[config.mk]
export PLATFORM = sky130hd
export DESIGN_NAME = bounded_ordered_list_engine
export DESIGN_NICKNAME = d
export VERILOG_FILES = /design/src/rtl/bole_pkg.sv /design/src/rtl/bole_ram.sv /design/src/rtl/bounded_ordered_list_engine.sv
export SDC_FILE = /design/constraint.sdc
export NUM_CORES = 1
export LEC_CHECK = 0
export BUFFER_PORTS_ARGS = -buffer_cell sky130_fd_sc_hd__buf_2
export CAP_MARGIN = 20
export CORE_MARGIN = 2
export CORE_UTILIZATION = 35
export CTS_CLUSTER_SIZE = 40
export DETAILED_ROUTE_END_ITERATION = 8
export RECOVER_POWER = 50
export SYNTH_ARGS = -nofsm -noshare
export SYNTH_HDL_FRONTEND = slang
export SYNTH_SLANG_ARGS = --single-unit
[constraint.sdc]
create_clock -name i_clk -period 13.7 [get_ports i_clk]
set_clock_uncertainty 0.15 [all_clocks]
set_input_delay 0 -clock i_clk [delete_from_list [all_inputs] [get_ports i_clk]]
set_output_delay 0 -clock i_clk [all_outputs]
set_load 0.05 [all_outputs]
[src/rtl/bole_pkg.sv]
package bole_pkg;

    localparam int DEPTH_DEF      = 16;
    localparam int DATA_WIDTH_DEF = 32;

    localparam int MODE_W   = 4;
    localparam int VALUE_W  = 32;
    localparam int POS_W    = 4;
    localparam int DATA_W   = 32;
    localparam int STATUS_W = 3;
    localparam int COUNT_W  = 5;

    typedef logic [MODE_W-1:0]   t_mode;
    typedef logic [STATUS_W-1:0] t_status;

    localparam t_mode MODE_PUSH_FRONT = 4'd0;
    localparam t_mode MODE_PUSH_BACK  = 4'd1;
    localparam t_mode MODE_POP_FRONT  = 4'd2;
    localparam t_mode MODE_INSERT_NEW = 4'd3;
    localparam t_mode MODE_REMOVE     = 4'd4;
    localparam t_mode MODE_READ_INDEX = 4'd5;
    localparam t_mode MODE_FRONT      = 4'd6;
    localparam t_mode MODE_BACK       = 4'd7;
    localparam t_mode MODE_CLEAR      = 4'd8;
    localparam t_mode MODE_DUMP_FWD   = 4'd9;
    localparam t_mode MODE_DUMP_REV   = 4'd10;

    localparam t_status ST_OK        = 3'd0;
    localparam t_status ST_EMPTY     = 3'd1;
    localparam t_status ST_RANGE     = 3'd2;
    localparam t_status ST_FULL      = 3'd3;
    localparam t_status ST_PRESENT   = 3'd4;
    localparam t_status ST_NOT_FOUND = 3'd5;

endpackage

[src/rtl/bole_ram.sv]
module bole_ram #(
    parameter int WIDTH = 32,
    parameter int DEPTH = 16
) (
    input  logic                     i_clk,
    input  logic                     i_we,
    input  logic [$clog2(DEPTH)-1:0] i_waddr,
    input  logic [WIDTH-1:0]         i_wdata,
    input  logic [$clog2(DEPTH)-1:0] i_raddr,
    output logic [WIDTH-1:0]         o_rdata
);

    logic [WIDTH-1:0] r_mem [DEPTH];

    always_ff @(posedge i_clk) begin
        if (i_we) begin
            r_mem[i_waddr] <= i_wdata;
        end
        o_rdata <= r_mem[i_raddr];
    end

endmodule

[src/rtl/bounded_ordered_list_engine.sv]
// Channel   Direction  Handshake                 Payload
// command   in         start & !busy             i_mode, i_value, i_position
// result    out        o_valid (once per result) o_data, o_status, o_count, o_last
//
// Each command passes through the decode state S_EXEC, then its walk over the list held
// in a single one-read, one-write RAM. Push, clear and errors found at decode end there;
// reads and pop go to S_READ; insert-if-absent scans a non-empty list in S_SCAN; remove
// closes any gap in S_SHIFT after S_SCAN, since the gap-closing copy carries on from the
// match without a second pass; a dump gives one result per cycle. The list is a circular
// buffer, so a push or pop at the front moves no data. Reset empties the list at once; the
// RAM contents are never cleared. The receiver cannot stall, so results are never held.
module bounded_ordered_list_engine
    import bole_pkg::*;
#(
    parameter int DEPTH      = DEPTH_DEF,
    parameter int DATA_WIDTH = DATA_WIDTH_DEF
) (
    input  logic                i_clk,
    input  logic                i_rst_n,
    input  logic                start,
    output logic                busy,
    input  logic [MODE_W-1:0]   i_mode,
    input  logic [VALUE_W-1:0]  i_value,
    input  logic [POS_W-1:0]    i_position,
    output logic                o_valid,
    output logic [DATA_W-1:0]   o_data,
    output logic [STATUS_W-1:0] o_status,
    output logic [COUNT_W-1:0]  o_count,
    output logic                o_last
);

    localparam int AW = $clog2(DEPTH);
    localparam int CW = $clog2(DEPTH + 1);
    localparam int PW = (CW > POS_W) ? CW : POS_W;

    typedef enum logic [5:0] {
        S_IDLE  = 6'b000001,
        S_EXEC  = 6'b000010,
        S_READ  = 6'b000100,
        S_SCAN  = 6'b001000,
        S_SHIFT = 6'b010000,
        S_DUMP  = 6'b100000
    } t_state;

    t_state                r_state, n_state;
    logic [CW-1:0]         r_held, n_held;
    logic [AW-1:0]         r_head, n_head;
    logic [AW-1:0]         r_idx, n_idx;
    t_mode                 r_mode;
    logic [DATA_WIDTH-1:0] r_value;
    logic [POS_W-1:0]      r_pos;

    logic                  n_emit;
    logic [DATA_WIDTH-1:0] n_data;
    t_status               n_status;
    logic                  n_last;

    logic                  w_we;
    logic [AW-1:0]         w_waddr;
    logic [AW-1:0]         w_raddr;
    logic [DATA_WIDTH-1:0] w_rdata;

    logic [63:0]           w_in64;
    logic [63:0]           w_out64;
    logic [15:0]           w_held16;
    logic                  w_full;
    logic                  w_at_end;
    logic [AW-1:0]         w_idx_inc;
    logic [AW-1:0]         w_head_dec;
    logic [AW-1:0]         w_tail;

    // Maps a position in the list to its RAM slot behind the head pointer.
    function automatic logic [AW-1:0] phys(input logic [AW-1:0] head,
                                           input logic [AW-1:0] lidx);
        logic [AW:0] sum;
        sum = {1'b0, head} + {1'b0, lidx};
        if (sum >= (AW+1)'(DEPTH)) begin
            sum = sum - (AW+1)'(DEPTH);
        end
        return sum[AW-1:0];
    endfunction

    assign w_in64     = 64'(i_value);
    assign w_full     = (r_held == CW'(DEPTH));
    assign w_at_end   = ((CW'(r_idx) + CW'(1)) == r_held);
    assign w_idx_inc  = r_idx + AW'(1);
    assign w_head_dec = (r_head == '0) ? AW'(DEPTH - 1) : (r_head - AW'(1));
    assign w_tail     = AW'(r_held - CW'(1));

    bole_ram #(
        .WIDTH(DATA_WIDTH),
        .DEPTH(DEPTH)
    ) u_ram (
        .i_clk  (i_clk),
        .i_we   (w_we),
        .i_waddr(w_waddr),
        .i_wdata(r_state == S_SHIFT ? w_rdata : r_value),
        .i_raddr(w_raddr),
        .o_rdata(w_rdata)
    );

    always_comb begin
        n_state  = r_state;
        n_held   = r_held;
        n_head   = r_head;
        n_idx    = r_idx;
        n_emit   = 1'b0;
        n_data   = '0;
        n_status = ST_OK;
        n_last   = 1'b1;
        w_we     = 1'b0;
        w_waddr  = phys(r_head, AW'(r_held));
        w_raddr  = r_head;

        unique case (r_state)
            S_IDLE: begin
                if (start) begin
                    n_state = S_EXEC;
                end
            end

            S_EXEC: begin
                n_state = S_IDLE;
                n_idx   = '0;
                unique case (r_mode) inside
                    MODE_PUSH_FRONT: begin
                        n_emit = 1'b1;
                        if (w_full) begin
                            n_status = ST_FULL;
                        end else begin
                            w_we    = 1'b1;
                            w_waddr = w_head_dec;
                            n_head  = w_head_dec;
                            n_held  = r_held + CW'(1);
                        end
                    end
                    MODE_PUSH_BACK, MODE_INSERT_NEW: begin
                        if (r_mode == MODE_INSERT_NEW && r_held != '0) begin
                            n_state = S_SCAN;
                        end else begin
                            n_emit = 1'b1;
                            if (w_full) begin
                                n_status = ST_FULL;
                            end else begin
                                w_we   = 1'b1;
                                n_held = r_held + CW'(1);
                            end
                        end
                    end
                    MODE_REMOVE: begin
                        if (r_held == '0) begin
                            n_emit   = 1'b1;
                            n_status = ST_NOT_FOUND;
                        end else begin
                            n_state = S_SCAN;
                        end
                    end
                    MODE_POP_FRONT, MODE_FRONT, MODE_BACK: begin
                        if (r_held == '0) begin
                            n_emit   = 1'b1;
                            n_status = ST_EMPTY;
                        end else begin
                            n_state = S_READ;
                            if (r_mode == MODE_BACK) begin
                                w_raddr = phys(r_head, w_tail);
                            end
                        end
                    end
                    MODE_READ_INDEX: begin
                        if (PW'(r_pos) >= PW'(r_held)) begin
                            n_emit   = 1'b1;
                            n_status = ST_RANGE;
                        end else begin
                            n_state = S_READ;
                            w_raddr = phys(r_head, AW'(PW'(r_pos)));
                        end
                    end
                    MODE_CLEAR: begin
                        n_emit = 1'b1;
                        n_held = '0;
                    end
                    MODE_DUMP_FWD, MODE_DUMP_REV: begin
                        if (r_held == '0) begin
                            n_emit   = 1'b1;
                            n_status = ST_EMPTY;
                        end else begin
                            n_state = S_DUMP;
                            if (r_mode == MODE_DUMP_REV) begin
                                w_raddr = phys(r_head, w_tail);
                            end
                        end
                    end
                    default: begin
                        n_emit = 1'b1;
                    end
                endcase
            end

            S_READ: begin
                n_state = S_IDLE;
                n_emit  = 1'b1;
                n_data  = w_rdata;
                if (r_mode == MODE_POP_FRONT) begin
                    n_head = phys(r_head, AW'(1));
                    n_held = r_held - CW'(1);
                end
            end

            S_SCAN: begin
                w_raddr = phys(r_head, w_idx_inc);
                n_idx   = w_idx_inc;
                if (w_rdata == r_value) begin
                    if (r_mode == MODE_INSERT_NEW) begin
                        n_state  = S_IDLE;
                        n_emit   = 1'b1;
                        n_status = ST_PRESENT;
                    end else if (w_at_end) begin
                        n_state = S_IDLE;
                        n_emit  = 1'b1;
                        n_held  = r_held - CW'(1);
                    end else begin
                        n_state = S_SHIFT;
                    end
                end else if (w_at_end) begin
                    n_state = S_IDLE;
                    n_emit  = 1'b1;
                    if (r_mode == MODE_REMOVE) begin
                        n_status = ST_NOT_FOUND;
                    end else if (w_full) begin
                        n_status = ST_FULL;
                    end else begin
                        w_we   = 1'b1;
                        n_held = r_held + CW'(1);
                    end
                end
            end

            S_SHIFT: begin
                // The entry just read moves one place towards the front.
                w_we    = 1'b1;
                w_waddr = phys(r_head, r_idx - AW'(1));
                w_raddr = phys(r_head, w_idx_inc);
                n_idx   = w_idx_inc;
                if (w_at_end) begin
                    n_state = S_IDLE;
                    n_emit  = 1'b1;
                    n_held  = r_held - CW'(1);
                end
            end

            S_DUMP: begin
                n_emit  = 1'b1;
                n_data  = w_rdata;
                n_last  = w_at_end;
                n_idx   = w_idx_inc;
                if (r_mode == MODE_DUMP_FWD) begin
                    w_raddr = phys(r_head, w_idx_inc);
                end else begin
                    w_raddr = phys(r_head, AW'(r_held - CW'(2) - CW'(r_idx)));
                end
                if (w_at_end) begin
                    n_state = S_IDLE;
                end
            end

            default: begin
                n_state = S_IDLE;
            end
        endcase
    end

    assign w_out64  = 64'(n_data);
    assign w_held16 = 16'(n_held);

    always_ff @(posedge i_clk) begin
        if (!i_rst_n) begin
            r_state <= S_IDLE;
            r_held  <= '0;
            r_head  <= '0;
            o_valid <= 1'b0;
        end else begin
            r_state <= n_state;
            r_held  <= n_held;
            r_head  <= n_head;
            o_valid <= n_emit;
        end
    end

    always_ff @(posedge i_clk) begin
        r_idx    <= n_idx;
        o_data   <= w_out64[DATA_W-1:0];
        o_status <= n_status;
        o_count  <= w_held16[COUNT_W-1:0];
        o_last   <= n_last;
        if (r_state == S_IDLE && start) begin
            r_mode  <= i_mode;
            r_value <= w_in64[DATA_WIDTH-1:0];
            r_pos   <= i_position;
        end
    end

    assign busy = (r_state != S_IDLE);

endmodule
Word level (Yosys, flattened, before mapping)
Memories as Yosys holds them, arrays and structs flattened. A register that Yosys moved wholly into a read port is not among the register bits.
Cells that the tools add are included.
{ "totals": {"reg_bits": 101, "n_memories": 1, "elab_cells": 160, "input_bits": 43, "ramBits": 512} }
{ "op_classes": {"mux": 75, "add_sub_neg": 22, "n_eq_ne": 24, "order_cmp": 8, "n_reduce_logical": 18} }
{ "memory_table": {"columns": ["name", "depth", "word_bits", "read_ports", "rd_clocked_by_memory_dff", "wr", "line_no", "rtl"], "rows": [
  ["u_ram.r_mem", 16, 32, 1, 1, 1, "bole_ram.sv:13", "logic [WIDTH-1:0] r_mem [DEPTH];"]
]} }
{ "ops": {"columns": ["cell", "n"], "rows": [
  ["4-bit two-way mux", 21],
  ["5-bit two-way mux", 10],
  ["4-bit by 1-bit subtractor with 4-bit output (second input constant)", 9],
  ["5-bit >= comparator (second input constant)", 7],
  ["32-bit equality test", 1],
  ["32-bit two-way mux", 1],
  ["4-bit by 4-bit adder with 5-bit output", 6],
  ["6-bit case mux with 5 select lines", 1],
  ["3-bit two-way mux", 8],
  ["6-bit two-way mux", 4],
  ["4-bit case mux with 2 select lines", 3],
  ["4-bit case mux with 3 select lines", 2],
  ["6-bit case mux with 4 select lines", 1],
  ["5-bit case mux with 4 select lines", 1],
  ["4-bit by 3-bit equality test with 1-bit output (second input constant)", 4],
  ["3-bit case mux with 5 select lines", 1],
  ["5-bit case mux with 3 select lines", 1],
  ["1-bit two-way mux", 14],
  ["4-bit equality test (second input constant)", 3],
  ["4-bit by 1-bit adder with 5-bit output (second input constant)", 2],
  ["2-bit OR reduction", 5],
  ["4-bit by 2-bit equality test with 1-bit output (second input constant)", 2],
  ["4-bit zero test", 2],
  ["2-bit inequality test (second input constant)", 4],
  ["other kinds (29)", 34]
]} }

Longest topological paths before layout
Gate-level depths: netlist of the first run.
{ "depth": {"ltp_word": 8, "mapped_depth": 16, "depth_no_buf": 15} }

Cells and area by module
A second synthesis of the first run with hierarchy kept.
{ "unflattened": {"hier_cells": 1551, "hier_area_um2": 26252.7} }
{ "modules_own_cells": {"columns": ["module", "seq_area_each_um2", "cells_per_inst", "area_per_inst_um2", "instances"], "rows": [
  ["bole_ram", 16015.4, 838, 19835.3, 1],
  ["bounded_ordered_list_engine", 2462.4, 713, 6417.4, 1]
]} }

Worst setup path before layout of the first run
No wires, ideal clock.
{ "synth_timing": {"kind": "reg-to-reg", "start": "register r_state[1]", "end": "register r_state[0]", "setup_slack_ns": 9.015, "period_less_slack_ns": 4.685, "path_stages_with_launch": 7, "t_arrival_ns": 4.407, "cell_sequence": "dfxtp_1 buf_6 or4_4 or3b_2 nor2_1 o21ai_0 or3_1"} }
{ "synth_via": {"elab_chain_cells": 3, "word_cells_on_any_way": 8} }
{ "synth_rtl": {"columns": ["item", "line_no", "rtl"], "rows": [
  ["start, declared", "bounded_ordered_list_engine.sv:45", "t_state r_state, n_state;"],
  ["start signal, assigned", "bounded_ordered_list_engine.sv:282", "r_state <= n_state;"],
  ["6-bit by 5-bit equality test with 1-bit output / 6-bit equality test (equally long branches)", null, null],
  ["2-bit OR reduction (no line)", null, null],
  ["6-bit case mux with 4 select lines", "bounded_ordered_list_engine.sv:115", "unique case (r_state)"]
]} }
Several ways; a longest one is shown, not always the timed one.
A chain may end at the register's enable or synchronous reset.

Final worst setup path of the first run
{ "layout_timing": {"start": "register r_state[5]", "end": "memory u_ram.r_mem[1][13] (enable)"} }
{ "layout_via": {"elab_chain_cells": 4, "word_cells_on_any_way": 7} }
{ "layout_rtl": {"columns": ["item", "line_no", "rtl"], "rows": [
  ["6-bit by 5-bit equality test with 1-bit output, or another cell as far along", "bounded_ordered_list_engine.sv:115", null],
  ["1-bit case mux with 3 select lines", "bounded_ordered_list_engine.sv:115", null],
  ["1-bit two-way mux", "bole_ram.sv:16", "if (i_we) begin"],
  ["1-bit two-way mux (implied by the code)", "bole_ram.sv:17", "r_mem[i_waddr] <= i_wdata;"],
  ["end, declared", "bole_ram.sv:13", null]
]} }
Several ways; a longest one is shown, not always the timed one.

==> results of run 1 <==
## Yosys cell counts, types with 34 or more instances
cell / instances
edfxtp_1: 556
nand2_1: 554
a21oi_1: 168
dfxtp_1: 89
clkbuf_1: 67
a32oi_1: 65
nand3_1: 56
nor2_1: 53
buf_2: 46
xor2_1: 43
and2_1: 41
o211ai_1: 36
a22oi_1: 34
## report_power, final
part	switching, mW	internal [mW]	total (mW)
clock	0.774	1.10	1.88
combinational	0.0791	0.0419	0.121
sequential	0.0192	2.16	2.17
total	0.873	3.30	4.17
## worst min-delay path, cell delays in order
cell and delay (ns):
dlygate4sd3_1 0.54, buf_2 0.20, o31a_1 0.13
## registers in the layout, indices dropped and copies added (netlist names)
signal and cells:
r_idx 4, r_head 4, o_data 32, r_mode 4, r_held 5, r_value 32
r_state 6, o_last 1, u_ram.r_mem 512, u_ram.o_rdata 32, o_status 3, o_count 5
r_pos 4, o_valid 1
## layer usage
metal | global-route usage | up-vias | share of wire
li1 | - | 8199 | -
met1 | 0.263 | 9103 | 0.43
met2 | 0.303 | 839 | 0.47
met3 | 0.0314 | 125 | 0.076
met4 | 0.0516 | 0 | 0.026
met5 | 0 | - | 0
## kinds of logic after synthesis
family / after synthesis / share of synthesized area
AOI/OAI and AO/OA: 444 / 0.114
xor gates and xnor gates: 65 / 0.0216
adders and majority gates: 40 / 0.0205
buffers and inverters: 158 / 0.0271
DFF: 645 / 0.686
muxes: 2 / 0.000743
and+or+nand+nor: 797 / 0.130
## repair_timing
| item | in CTS | in global routing |
|---|---|---|
| endpoints found under the hold margin | 56 | 0 |
| gates resized for setup | 0 | 0 |
| hold buffers | 81 | 0 |
## path summary, 6_finish.rpt
| path | startpoint | to | slack, ns | cells past startpoint |
|---|---|---|---|---|
| setup / recovery | r_state[5] | u_ram.r_mem[1][13] | 7.42 | 8 |
| hold / removal | i_rst_n | o_valid | 0.15 | 3 |
| setup reg to reg | r_state[5] | u_ram.r_mem[1][13] | 7.42 | 8 |
| hold reg to reg | u_ram.o_rdata[1] | o_data[1] | 0.35 | 1 |
## final cells by class
class / instances / area, um2 / area share
Multi-Input combinational cell: 1348 / 7890 / 0.251
Clock buffer: 97 / 1880 / 0.0598
Clock inverter: 25 / 389 / 0.0124
Sequential cell: 645 / 18500 / 0.587
Timing Repair Buffer: 199 / 1440 / 0.0457
Inverter: 29 / 109 / 0.00346
Tap cell: 1030 / 1290 / 0.0409
## stage by stage
step / utilization / setup WS, ns
2_1_floorplan: - / 9.02
4_1_cts: 0.415 / 8.18
6_report: 0.414 / 7.42
3_5_place_dp: 0.374 / 8.20
3_3_place_gp: 0.374 / 8.49
5_1_grt: 0.414 / 7.13
==> flow_summary.yaml, run 1 <==
status:
  status: "finished with violations"
  violations: "capacitance limit, slew limit"
routing:
  routed_wl_mm: 75.3
  vias: 18300
  wl_per_cell_um: 22.3
  detail-route-antenna-nets: 0
  drtIter0Drc: 2103
  firstDrtPassIters: 8
  drc: 0
  vias_per_cell: 5.42
cts:
  clk_path_buf_depth: 3
  insertion_delay_ns: 0.62
  tritoncts: "built"
  h-tree-depth: 3
  numCtsBuffers: 67
  postCtsSetupBuffers: 0
  clock-sinks: 645
  cts_root_buf: "clkbuf_16"
  clk_pin_slew_ns: 0.06
power_and_ir_drop:
  power_density_nw_per_um2: 133
  ir_drop_mv: 0.116
  p_total_mw: 4.17
  leakage_nw: 10.4
synth:
  ys_warn_count: 0
  syn-num-nets: 2234
  ys_async_sr_fraction: 0
  synth_top_area_frac: 0.620
  synth.largest_area_cell: "edfxtp_1"
  synth.distinct_cells: 76
  synth_area_per_cell_um2: 12.5
  synth.area.top_cells: "edfxtp_1, nand2_1, dfxtp_1, a21oi_1, a32oi_1"
  synth-edff-count: 556
  synth-seq-area-share: 0.686
  syn_inst: 2151
  syn-cell-area_um2: 26900
  ys.flop_type: "edfxtp_1"
  ys_ff_latch: 645
placed_design:
  dpl-instance-area_um2: 28500
  globalplace.congestion: 0.872
  hpwlAfterDp_mm: 39.1
  io_buffers: 85
  dp.cells: 3169
floorplan:
  core_region_area_um2: 76100
  die_h_um: 281
  row_count: 101
  die_x_um: 281
  initial_core_util: 0.354
  dieArea_um2: 79200
  ioPinCount: 86
layout:
  fill_cells: 7119
  stdcell_area_um2: 31500
  layout_common_cells: "edfxtp_1, nand2_1, a21oi_1, dfxtp_1, dlygate4sd3_1"
  drive_above_1_share: 0.0999
  insertedDiodeCount: 0
  fin_nets: 2373
  synthToLayoutAreaGrowth_pct: 16.9
  stdcell_count: 3373
  layout_commonest_cell: "edfxtp_1"
setup_path:
  crit_chain: "or4_1, or2_2, clkbuf_1, nand2_1, o211a_1, nand3b_1, nor2_4, buf_4"
  crit_family: "buffers and inverters"
  cp_slowest_cell: "clkbuf_1"
  path_max_fanout: 44
  path_class: "reg -> reg"
  start_kind: "register"
  end_kind: "register"
  cp_slowest_stage_delay_ns: 2.51
  critPathRequiredTime_ns: 13.78
  crit_buf_inv: 2
  cp.arrival_ns: 6.36
sta:
  worst_pin_slew_ns: 3.59
  fin_crit_sh: 0.459
  fmax_ghz: 0.159
  drv_slew: 120
  tns_ns: 0
  rsz0062_at_grt: "no"
  finalHoldWorstSlack_ns: 0.147
  final_hold_viol_count: 0
  setup_viol_count_final: 0
  max_slew_margin: -1.39
  period_minus_slack_ns: 6.28
grt:
  grt_pass1_wl_mm: 111
  grt_max_degree: 177
  grt_pass1_vias: 17500
  overflow: 0
  grt_use_total: 0.188
  antenna_found_initial: 3
worst_hold_path:
  worstHoldPathType: "in -> reg"
job:
  max_cap_viol_count: 3
Power figures use the tool's default switching activity.
==> run 2: changes to the inputs <==
Settings changed: ABC_AREA from default to 1.
Clock period 13.7 ns to 5.6 ns, I/O delays scaled along.
==> run 2 against run 1 <==
  * The run still ends with capacitance limit, slew limit left
  * Sequential share of layout area shrank 2.3 points
  * Worst hold slack lost 0.035 ns
  * First-iteration DRC count grew 5.6%
  * Cell count grew 15%
  * Design area grew 4.0%
  * Via count grew 9.9%
  * Core utilization grew 0.071 points
  * Critical path depth grew 10
  * Critical path type unchanged
  * Flip-flop and latch count is the same
  * Area after synthesis grew 3.9%
  * Maximum frequency grew 31%
  * Non-clock buffer count grew 43
==> flow_summary.yaml, run 2 <==
cts:
  clock-sinks: 645
  cts_resized: 0
  tritoncts: "built"
  h-tree-depth: 3
  clk_path_buf_depth: 3
  clk_pin_slew_ns: 0.06
  cts_root_buf: "clkbuf_16"
  numCtsBuffers: 69
  insertion_delay_ns: 0.62
worst_hold_path:
  worstHoldPathType: "in -> reg"
  whs_path_depth: 4
synth:
  ys_async_sr_fraction: 0
  synth-seq-area-share: 0.661
  synth.largest_area_cell: "edfxtp_1"
  ys_ff_latch: 645
  syn-cell-area_um2: 28000
  synth-edff-count: 556
  ys_warn_count: 0
  synth.distinct_cells: 45
  syn_inst: 2613
  synth_top_area_frac: 0.597
  syn-num-nets: 2696
  ys.flop_type: "edfxtp_1"
  synth.area.top_cells: "edfxtp_1, nand3_1, nand2_1, dfxtp_1, buf_2"
  yosysMostFrequentCell: "nand3_1"
  synth_area_per_cell_um2: 10.7
  synth_common_cells: "nand3_1, nand2_1, edfxtp_1"
setup_path:
  crit_chain: "clkinv_1, nand2_1, nor2_2, nand2_4, nand2_1, inv_1, nand3_1, nand2_1, a21oi_1, nand2_8, nand2_8, buf_12, nand2_1, nand3_1, nand3_1, nand2_1, nand2_1, nand2_1"
  crit_buf_inv: 3
  cp.arrival_ns: 5.20
  path_max_fanout: 128
  end_kind: "register"
  crit_family: "simple AND/OR/NAND/NOR gates"
  cp_slowest_stage_delay_ns: 0.56
  reg2reg_depth: 18
  critPathRequiredTime_ns: 6.01
  cp_slowest_cell: "nand3_1"
  timing.reg2reg.setup_slack_ns: 0.80
  cp_common_cell: "nand2_1"
  start_kind: "register"
  cp.depth: 18
  path_class: "reg -> reg"
layout:
  fill_cells: 7523
  top_register: "u_ram.r_mem"
  utilization: 0.415
  layout_common_cells: "nand3_1, nand2_1, edfxtp_1, inv_1, nor2_1"
  layout_commonest_cell: "nand3_1"
  insertedDiodeCount: 0
  largest_reg_flops: 512
  synthToLayoutAreaGrowth_pct: 17.1
  drive_above_1_share: 0.0865
  fin_nets: 2859
floorplan:
  die_h_um: 287
  row_count: 103
  initial_core_util: 0.354
  dieArea_um2: 82200
  die_x_um: 287
  core_region_area_um2: 79000
  ioPinCount: 86
sta:
  drv_slew: 119
  tns_ns: 0
  setup_viol_count_final: 0
  max_slew_margin: -0.651
  final_hold_viol_count: 0
  worst_pin_slew_ns: 2.45
  fmax_ghz: 0.208
  rsz0062_at_grt: "no"
  fin_crit_sh: 0.857
  period_minus_slack_ns: 4.80
routing:
  vias_per_cell: 5.17
  routed_wl_mm: 77.6
  wl_per_cell_um: 20.0
  drc: 0
  vias: 20100
  detail-route-antenna-nets: 0
  drtIter0Drc: 2220
  firstDrtPassIters: 5
grt:
  grt_use_total: 0.188
  grt_max_degree: 145
  antenna_found_initial: 0
  overflow: 0
  grt_pass1_wl_mm: 119
  grt_pass1_vias: 19700
job:
  max_cap_viol_count: 6
status:
  violations: "capacitance limit, slew limit"
  status: "finished with violations"
power_and_ir_drop:
  seq_power_share: 0.438
  p_int_mw: 9.31
  combPwrFrac: 0.232
  ir_drop_mv: 0.286
  clockPowerShare: 0.329
  switchingPower_mw: 4.47
  leakage_nw: 12.4
  switching_share: 0.324
  power_density_nw_per_um2: 421
placed_design:
  io_buffers: 85
  hpwlAfterDp_mm: 46.0
  globalplace.congestion: 0.918
[run 2: cell types whose count changed after synthesis, sizes merged, moves of 32 or more]
cell	change
nand3	+632
a21oi	-148
inv	+108
nor2	+74
a32oi	-65
buf	+63
nand2	+46
o21ai	+43
clkbuf	-42
and2	-41
a22oi	-34
a32o	-32
o211ai	-32
[run 2: power groups by stage]
stage                     clock network, mW  registers (mW)  logic (mW)
after floorplan                           0            6.06        2.06
after global placement                    0            6.12        3.21
after detailed placement                  0            6.12        3.23
after CTS                              4.60            6.03        3.28
after global routing                   4.78            6.07        3.57
final                                  4.53            6.04        3.20
[run 2: worst register-to-register path: stages (launching register included)]
cell and delay, ns:
dfxtp_1 0.34, clkinv_1 0.06, nand2_1 0.09, nor2_2 0.17, nand2_4 0.25, nand2_1 0.26
inv_1 0.15, nand3_1 0.57, nand2_1 0.10, a21oi_1 0.42, nand2_8 0.33, nand2_8 0.49
buf_12 0.56, nand2_1 0.21, nand3_1 0.09, nand3_1 0.16, nand2_1 0.17, nand2_1 0.09
nand2_1 0.09
[run 2: logic make-up (layout without fill, tap and decap cells)]
group                      Yosys count  in the layout  share of synthesized area
and+or+nand+nor                   1458           1458                      0.232
DFF                                645            645                      0.661
buffers and inverters              286            506                     0.0457
AOI/OAI and AO/OA                  137            137                     0.0269
xor gates and xnor gates            47             47                     0.0147
adders and majority gates           40             40                     0.0198
[run 2: worst paths after layout]
path	from	to
worst max-delay path	r_state[3]	u_ram.o_rdata[2]
worst min-delay path	i_rst_n	r_head[1]
worst max register to register	r_state[3]	u_ram.o_rdata[2]
worst min register to register	u_ram.o_rdata[27]	o_data[27]
[run 2: area by class of cell]
cell class,instances,area [um2],area share
Multi-Input combinational cell,1682,8390,0.256
Clock inverter,32,349,0.0107
Inverter,136,510,0.0156
Sequential cell,645,18500,0.564
Timing Repair Buffer,242,1820,0.0556
Tap cell,1050,1310,0.0401
Clock buffer,96,1890,0.0577
[run 2: per-layer routing]
metal / track usage / up-vias / part of all wire
met3: 0.0257 / 111 / 0.067
met2: 0.311 / 757 / 0.47
met4: 0.0517 / 0 / 0.023
met5: 0 / - / 0
li1: - / 9461 / -
met1: 0.259 / 9747 / 0.44
[run 2: what timing repair did]
| item | 4_1_cts | 5_1_grt |
|---|---|---|
| buffers inserted | 0 | 0 |
| hold buffers | 82 | 0 |
| hold endpoints to repair | 56 | 0 |
[run 2: per-stage QoR]
step | total power [mW] | hold WS, ns | instances | area, um2 | setup slack, ns
after global placement | 9.33 | 0.0283 | 3672 | 29900 | 1.19
after floorplan | 8.12 | -0.0511 | 2613 | 28000 | 1.60
after global routing | 14.4 | 0.128 | 3883 | 32700 | 0.446
after CTS | 13.9 | 0.0888 | 3882 | 32900 | 1.02
after detailed placement | 9.35 | 0.0285 | 3672 | 29900 | 1.05
final | 13.8 | 0.112 | 3883 | 32700 | 0.803
